**src/sv/bwl_pkg.sv**
```systemverilog
// ----------------------------------------------------------------------------
// bwl_pkg: shared types for the bounded-wait lock hand-off block
// Transaction payloads, result status codes and the cell control bundle.
// ----------------------------------------------------------------------------
`timescale 1ns / 1ps

package bwl_pkg;

  localparam int ThreadW = 4;
  localparam int StatusW = 3;
  localparam int CountW  = 5;

  // result status codes
  localparam logic [StatusW-1:0] ST_GRANTED = 3'd0;
  localparam logic [StatusW-1:0] ST_QUEUED  = 3'd1;
  localparam logic [StatusW-1:0] ST_HANDOFF = 3'd2;
  localparam logic [StatusW-1:0] ST_FREED   = 3'd3;
  localparam logic [StatusW-1:0] ST_IGNORED = 3'd4;

  // operation codes
  localparam logic OP_REQUEST = 1'b0;
  localparam logic OP_RELEASE = 1'b1;

  typedef struct packed {
    logic               op;
    logic [ThreadW-1:0] thread_id;
  } in_t;

  typedef struct packed {
    logic [StatusW-1:0] status;
    logic [ThreadW-1:0] granted_thread;
    logic               lock_busy_out;
  } out_t;

  // broadcast controls from the sequencer to every cell
  typedef struct packed {
    logic               set;     // mark thread id as waiting
    logic               take;    // clear the flag under the token (hand-off)
    logic               load;    // place the token at the start position
    logic               shift;   // move the token one cell along the ring
    logic               shrink;  // clear flags at or above the count
    logic [ThreadW-1:0] id;
  } cell_ctl_t;

  // per-cell status back to the sequencer and neighbors
  typedef struct packed {
    logic hit;      // token sits on a waiting thread
    logic id_wait;  // this cell is the addressed thread and it waits
    logic pass;     // token moves to the next cell
    logic wrap;     // token wraps to cell 0
  } cell_stat_t;

endpackage

```
**src/sv/bwl_cell.sv**
```systemverilog
// ----------------------------------------------------------------------------
// bwl_cell: one thread slot of the round-robin ring
// Holds the waiting flag of one thread and the scan token bit.
// ----------------------------------------------------------------------------
`timescale 1ns / 1ps

module bwl_cell #(
  parameter int INDEX = 0,
  parameter int CW    = 5,
  parameter int IW    = 4
) (
  input  logic                clk,
  input  logic                rst,
  input  bwl_pkg::cell_ctl_t  ctl,
  input  logic [IW-1:0]       pos,
  input  logic [CW-1:0]       count,
  input  logic                token_in,
  output bwl_pkg::cell_stat_t stat
);

  logic flag;
  logic token;
  logic is_me;
  logic at_pos;
  logic last;
  logic above;

  assign is_me  = (32'(ctl.id) == INDEX);
  assign at_pos = (pos == IW'(INDEX));
  assign last   = (CW'(INDEX) == (count - CW'(1)));
  assign above  = (CW'(INDEX) >= count);

  // waiting flag and token
  always_ff @(posedge clk) begin
    if (rst) begin
      flag  <= 1'b0;
      token <= 1'b0;
    end else begin
      if (ctl.shrink && above) begin
        flag <= 1'b0;
      end else if (ctl.take && token) begin
        flag <= 1'b0;
      end else if (ctl.set && is_me) begin
        flag <= 1'b1;
      end

      if (ctl.load) begin
        token <= at_pos;
      end else if (ctl.shift) begin
        token <= token_in;
      end
    end
  end

  assign stat.hit     = token & flag;
  assign stat.id_wait = is_me & flag;
  assign stat.pass    = token & ~last;
  assign stat.wrap    = token & last;

endmodule

```
**src/sv/bounded_wait_lock_handoff_top.sv**
```systemverilog
// ----------------------------------------------------------------------------
// bounded_wait_lock_handoff_top: lock manager with round-robin hand-off
// One lock, a ring of thread cells and a scan sequencer.
// ----------------------------------------------------------------------------
// Usage:
//   in channel  (in_valid / in_stall / in_data): one request or release per
//     transaction. out channel (out_valid / out_stall / out_data): exactly one
//     result per input transaction, in order.
//   cfg_we / cfg_wdata write num_threads; write only while the block is idle.
//   Results: a request, an ignored item, or a release with no other thread in
//     use gives its result in the cycle after acceptance. A release by the holder
//     walks a token round the ring one cell per cycle, starting after the
//     holder, until the first waiting cell or the end of the walk; the result
//     is registered there once the output slot is free.
//   Throughput: one item per cycle for requests while the output is not stalled;
//     a release scan blocks new items until it finishes.
//   Reset (synchronous rst): lock free, holder 0, no thread waiting,
//     num_threads 16, output empty.
//   A stalled result holds in the output register; a new item is still taken
//     if the slot frees in the same cycle, otherwise in_stall is raised.
// ----------------------------------------------------------------------------
`timescale 1ns / 1ps

module bounded_wait_lock_handoff_top #(
  parameter int MAX_THREADS = 16
) (
  input  logic                         clk,
  input  logic                         rst,
  input  logic                         in_valid,
  output logic                         in_stall,
  input  bwl_pkg::in_t                 in_data,
  output logic                         out_valid,
  input  logic                         out_stall,
  output bwl_pkg::out_t                out_data,
  input  logic                         cfg_we,
  input  logic [bwl_pkg::CountW-1:0]   cfg_wdata
);

  localparam int CW = $clog2(MAX_THREADS + 1);
  localparam int IW = (MAX_THREADS > 1) ? $clog2(MAX_THREADS) : 1;

  localparam logic IDLE = 1'b0;
  localparam logic SCAN = 1'b1;

  // registers
  logic                           state, state_next;
  logic                           busy, busy_next;
  logic [bwl_pkg::ThreadW-1:0]    holder, holder_next;
  logic [bwl_pkg::CountW-1:0]     num_threads;
  logic [IW-1:0]                  pos, pos_next;
  logic [CW-1:0]                  steps, steps_next;

  logic [CW-1:0]                  eff_cur;
  logic [CW-1:0]                  eff_new;
  logic [CW-1:0]                  cell_count;
  logic                           acc;
  logic                           out_free;
  logic                           id_ok;
  logic                           is_holder;
  logic                           id_wait;
  logic                           hit;
  logic                           wrap_any;
  logic                           emit;
  logic [bwl_pkg::StatusW-1:0]    status;
  logic [IW-1:0]                  start_pos;
  logic [IW-1:0]                  pos_inc;
  bwl_pkg::cell_ctl_t             ctl;
  bwl_pkg::cell_stat_t            stat [MAX_THREADS];
  logic [MAX_THREADS-1:0]         hit_vec, wait_vec, wrap_vec;

  // effective thread count: 0 acts as 1, clamp at MAX_THREADS
  function automatic logic [CW-1:0] eff_count(input logic [bwl_pkg::CountW-1:0] v);
    logic [CW-1:0] r;
    if (v == '0) begin
      r = CW'(1);
    end else if (32'(v) > MAX_THREADS) begin
      r = CW'(MAX_THREADS);
    end else begin
      r = CW'(v);
    end
    return r;
  endfunction

  assign eff_cur    = eff_count(num_threads);
  assign eff_new    = eff_count(cfg_wdata);
  assign cell_count = cfg_we ? eff_new : eff_cur;

  // handshakes
  assign out_free = ~out_valid | ~out_stall;
  assign in_stall = (state != IDLE) | ~out_free;
  assign acc      = in_valid & ~in_stall;

  // cell ring
  genvar gi;
  generate
    for (gi = 0; gi < MAX_THREADS; gi++) begin : g_cell
      logic tok_in;
      if (gi == 0) begin : g_first
        assign tok_in = wrap_any;
      end else begin : g_rest
        assign tok_in = stat[gi-1].pass;
      end

      bwl_cell #(
        .INDEX (gi),
        .CW    (CW),
        .IW    (IW)
      ) u_cell (
        .clk      (clk),
        .rst      (rst),
        .ctl      (ctl),
        .pos      (pos_next),
        .count    (cell_count),
        .token_in (tok_in),
        .stat     (stat[gi])
      );

      assign hit_vec[gi]  = stat[gi].hit;
      assign wait_vec[gi] = stat[gi].id_wait;
      assign wrap_vec[gi] = stat[gi].wrap;
    end
  endgenerate

  assign hit      = |hit_vec;
  assign id_wait  = |wait_vec;
  assign wrap_any = |wrap_vec;

  assign id_ok     = (32'(in_data.thread_id) < 32'(eff_cur));
  assign is_holder = busy && (holder == in_data.thread_id);
  assign start_pos = ((32'(in_data.thread_id) + 1) == 32'(eff_cur)) ? '0
                   : IW'(32'(in_data.thread_id) + 1);
  assign pos_inc   = ((32'(pos) + 1) == 32'(eff_cur)) ? '0 : IW'(32'(pos) + 1);

  // sequencer
  always_comb begin
    state_next  = state;
    busy_next   = busy;
    holder_next = holder;
    pos_next    = pos;
    steps_next  = steps;
    emit        = 1'b0;
    status      = bwl_pkg::ST_IGNORED;
    ctl         = '0;
    ctl.id      = in_data.thread_id;
    ctl.shrink  = cfg_we;

    unique case (state)
      IDLE: begin
        if (acc) begin
          emit = 1'b1;
          if (!id_ok) begin
            status = bwl_pkg::ST_IGNORED;
          end else if (in_data.op == bwl_pkg::OP_REQUEST) begin
            if (is_holder || id_wait) begin
              status = bwl_pkg::ST_IGNORED;
            end else if (!busy) begin
              status      = bwl_pkg::ST_GRANTED;
              busy_next   = 1'b1;
              holder_next = in_data.thread_id;
            end else begin
              status  = bwl_pkg::ST_QUEUED;
              ctl.set = 1'b1;
            end
          end else if (is_holder) begin
            if (eff_cur == CW'(1)) begin
              status      = bwl_pkg::ST_FREED;
              busy_next   = 1'b0;
              holder_next = '0;
            end else begin
              // start the round-robin walk after the holder
              emit       = 1'b0;
              ctl.load   = 1'b1;
              pos_next   = start_pos;
              steps_next = eff_cur - CW'(1);
              state_next = SCAN;
            end
          end else begin
            status = bwl_pkg::ST_IGNORED;
          end
        end
      end
      SCAN: begin
        if (hit) begin
          if (out_free) begin
            emit        = 1'b1;
            status      = bwl_pkg::ST_HANDOFF;
            ctl.take    = 1'b1;
            holder_next = bwl_pkg::ThreadW'(pos);
            state_next  = IDLE;
          end
        end else if (steps == CW'(1)) begin
          if (out_free) begin
            emit        = 1'b1;
            status      = bwl_pkg::ST_FREED;
            busy_next   = 1'b0;
            holder_next = '0;
            state_next  = IDLE;
          end
        end else begin
          ctl.shift  = 1'b1;
          pos_next   = pos_inc;
          steps_next = steps - CW'(1);
        end
      end
      default: begin
        state_next = IDLE;
      end
    endcase
  end

  // control state
  always_ff @(posedge clk) begin
    if (rst) begin
      state       <= IDLE;
      busy        <= 1'b0;
      holder      <= '0;
      num_threads <= bwl_pkg::CountW'(16);
      pos         <= '0;
      steps       <= '0;
      out_valid   <= 1'b0;
    end else begin
      state     <= state_next;
      busy      <= busy_next;
      holder    <= holder_next;
      pos       <= pos_next;
      steps     <= steps_next;
      out_valid <= emit | (out_valid & out_stall);
      if (cfg_we) begin
        num_threads <= cfg_wdata;
      end
    end
  end

  // result register
  always_ff @(posedge clk) begin
    if (emit) begin
      out_data.status         <= status;
      out_data.granted_thread <= busy_next ? holder_next : '0;
      out_data.lock_busy_out  <= busy_next;
    end
  end

endmodule

```
**config.mk**
```make
export PLATFORM = sky130hd
export DESIGN_NAME = bounded_wait_lock_handoff_top
export DESIGN_NICKNAME = d
export VERILOG_FILES = /design/src/sv/bwl_pkg.sv /design/src/sv/bwl_cell.sv /design/src/sv/bounded_wait_lock_handoff_top.sv
export SDC_FILE = /design/constraint.sdc
export NUM_CORES = 1
export LEC_CHECK = 0
export BUFFER_PORTS_ARGS = -buffer_cell sky130_fd_sc_hd__buf_2
export CORE_MARGIN = 3
export CORE_UTILIZATION = 40
export CTS_BUF_LIST = sky130_fd_sc_hd__clkbuf_8
export DETAILED_ROUTE_END_ITERATION = 10
export GPL_ROUTABILITY_DRIVEN = 0
export RECOVER_POWER = 100
export SLEW_MARGIN = 5
export SYNTH_ARGS = -nofsm -noshare
export SYNTH_HDL_FRONTEND = slang
export SYNTH_SLANG_ARGS = --single-unit
```
**constraint.sdc**
```tcl
create_clock -name clk -period 5.36 [get_ports clk]
set_input_delay 0.536 -clock clk [delete_from_list [all_inputs] [get_ports clk]]
set_output_delay 0.536 -clock clk [all_outputs]
set_load 0.02 [all_outputs]
```
==> out/qor.txt <==
Status -> complete, but fails checks
Failing checks -> max-capacitance violations, max-slew violations
PortBufs -> 24
Worst-Skew Late Latency -> 0.35 ns
Synth Flop Type -> dfxtp_1
H-Tree Depth -> 3
Crit path DAT -> 4.27 ns
DR WL/cell -> 20.0 um
Layout Cell Area excl Fill -> 4430 um^2
Ys async rst share -> 0%
Leakage power -> 1.56 nW
FF-to-FF path depth -> 9
Diode count -> 0
Detail Route Antenna Nets -> 0
Core area -> 9910 um^2
Crit Path Max Fanout -> 16
Area leader, netlist -> dfxtp_1
IO Count -> 25
CTS Buf Count -> 9
Peak supply drop -> 0.112 mV
Worst setup EP type -> flip-flop
Pre-antenna DRT Iters -> 5
Max Clock Freq -> 245 MHz
Synth Area in Compound Gates -> 33.6%
Avg Inst Size Synth -> 8.51 um^2
Sequential-to-total area share from yosys stat -> 31.5%
CTS Hold Bufs -> 0
Max_slew headroom -> -35.7%
Largest family of logic cells by synthesized area -> compound AO/OA/AOI/OAI gates
R2R setup slack -> 1.27 ns
Min Clock Period, post-route -> 4.09 ns
Syn nets -> 513
Placed cell areas -> 4320 um^2
Class of the worst hold path -> in -> reg
Crit path capture -> g_cell[7].u_cell.token$_SDFFE_PP0P_
Pwr Total -> 981 uW
Number of synthesis warnings -> 0
# DRC -> 0
Clock Skew -> 0.0126 ns
Worst endpoint required time -> 5.55 ns
Final Hold Viols -> 0
Top-count cell post-synth -> dfxtp_1
Area contributors post-synth -> dfxtp_1 (26%), edfxtp_1 (5.8%), a22oi_1 (4.2%)
Slew Limit Fails -> 43
CTS Buffer Depth -> 2
Max-Cap Viols -> 1
Unrepaired setup endpoints after global routing -> false
Fillers -> 1016
Clock transition at path regs -> 0.07 ns
Row count -> 36
Die X -> 108 um
CTS tree -> built
Routed WL -> 12600 um
Drt via density -> 6.37
Die height -> 108 um
Seq cells post-synth -> 61
Count of final setup violators -> 0
XOR/XNOR share of the synthesized area -> 3.33%
Setup CP Type -> reg -> reg
Yosys top cell area share -> 25.7%
Initial Util -> 41.7%
Post-synthesis mux area share -> 3.91%
Adder-cell share of the synthesized area -> 3.94%
Vias in the first global route -> 3771
Post-Synth Simple-Gate Area -> 18.3%
Final cycle utilization of the critical path -> 76.2%
Die ar. -> 11600 um^2
Commonest cells post-synth -> dfxtp_1 (53), nor2_1 (41), nand2_1 (32)
Post-CTS Repair Setup Buffers -> 0
Layout Utilization -> 44.7%
Least-Margin Pin Slew -> 2.03 ns
Mapped Area -> 4130 um^2
Share of cells above drive strength 1 -> 10.4%
Worst Setup Start Kind -> flip-flop
Clock root buffer master -> clkbuf_8
Launch point of the worst path -> num_threads[4]$_SDFFE_PP1P_
Setup TNS -> 0 ns
Largest net degree at the start of global routing -> 43
First-pass GRT wire length -> 20600 um
Synthesized instance count -> 485
Initial antenna violation count -> 0
Global Route Usage Sum -> 22.5%
Synth cell types -> 70
Pwr dens -> 222 nW/um^2
Area delta synth->final -> 7.21%
Remaining global-route overflow -> 0
FF-to-FF Start -> num_threads[4]$_SDFFE_PP1P_
Reg2Reg Capture Point -> g_cell[7].u_cell.token$_SDFFE_PP0P_
Nets -> 521
Post-synth EDFFs -> 8
DP HPWL -> 9080 um
Gates resized, CTS repair -> 0
Iter 0 DRT Violations -> 344
DR vias -> 4021
# clock sinks -> 61
## critical path: stages, from the launching register on
cell	delay, ns
dfxtp_1	0.61
nand2b_1	0.35
ha_1	0.29
nand2b_1	0.07
a211oi_1	0.09
or3_1	0.48
nor3_1	0.89
nor2_1	0.32
a211oi_2	0.64
o31ai_1	0.19
## routing by layer
metal  vias up  global-route usage (%)  wire, um
li1       1900                       -         -
met1      1899                    31.2      5490
met2       196                    36.0      5980
met3        26                    3.78       916
met4         0                    6.13       243
met5         -                       0         0
## cells in the final DEF (no fill, tap or decap), types with 14 or more instances in the layout
master   instances
a21oi_1         22
a22oi_1         23
a31oi_1         27
buf_2           14
dfxtp_1         53
inv_1           22
nand2_1         32
nand3_1         15
nor2_1          41
o31ai_1         22
## how the worst min path moves through the flow
stage                                               to                                start  slack [ns]  depth (start not counted)
detailed placement         num_threads[0]$_SDFFE_PP0P_          num_threads[0]$_SDFFE_PP0P_        0.52                          2
floorplan           g_cell[0].u_cell.flag$_SDFFE_PP0P_  g_cell[0].u_cell.token$_SDFFE_PP0P_        0.46                          1
global route               num_threads[0]$_SDFFE_PP0P_                         cfg_wdata[0]        0.48                          3
finish                     num_threads[0]$_SDFFE_PP0P_                         cfg_wdata[0]        0.45                          3
global placement                 steps[0]$_SDFFE_PP0P_                steps[0]$_SDFFE_PP0P_        0.51                          2
CTS                        num_threads[0]$_SDFFE_PP0P_                         cfg_wdata[0]        0.44                          3
## sequential cells by signal (all words and copies together), names as in the netlist
signal	cells
state	1
num_threads	5
pos	4
steps	5
g_cell.u_cell.flag	16
out_valid	1
holder	4
g_cell.u_cell.token	16
out_data	8
busy	1
## kinds of logic after synthesis
group,count (synthesis)
multiplexers,14
AND/OR/NAND/NOR,148
buffers and inverters,52
flip-flops,61
adder cells (fa/ha/maj),13
AO/OA/AOI/OAI,183
XOR/XNOR,14
## power by group
| part | total (mW) | leakage (nW) | internal [mW] | switching (mW) |
|---|---|---|---|---|
| registers | 0.482 | 0.508 | 0.472 | 0.00968 |
| clock network | 0.370 | 0.104 | 0.186 | 0.184 |
| logic | 0.129 | 0.947 | 0.0419 | 0.0873 |
## per-stage QoR
step / hold WS, ns / worst slack [ns] / instances
global placement: 0.512 / 1.79 / 615
finish: 0.452 / 1.27 / 631
detailed placement: 0.520 / 1.61 / 615
floorplan: 0.460 / 2.28 / 485
CTS: 0.440 / 1.59 / 631
global route: 0.476 / 0.815 / 631
## layout make-up
class	instances	area [um^2]	area share (%)
Multi-Input combinational cell	372	2570	58.0
Clock inverter	5	20.0	0.452
Clock buffer	11	151	3.42
Tap cell	133	166	3.76
Sequential cell	61	1300	29.4
Timing Repair Buffer	30	149	3.36
Inverter	19	71.3	1.61
Note: power is estimated with default switching activity, not from simulation.
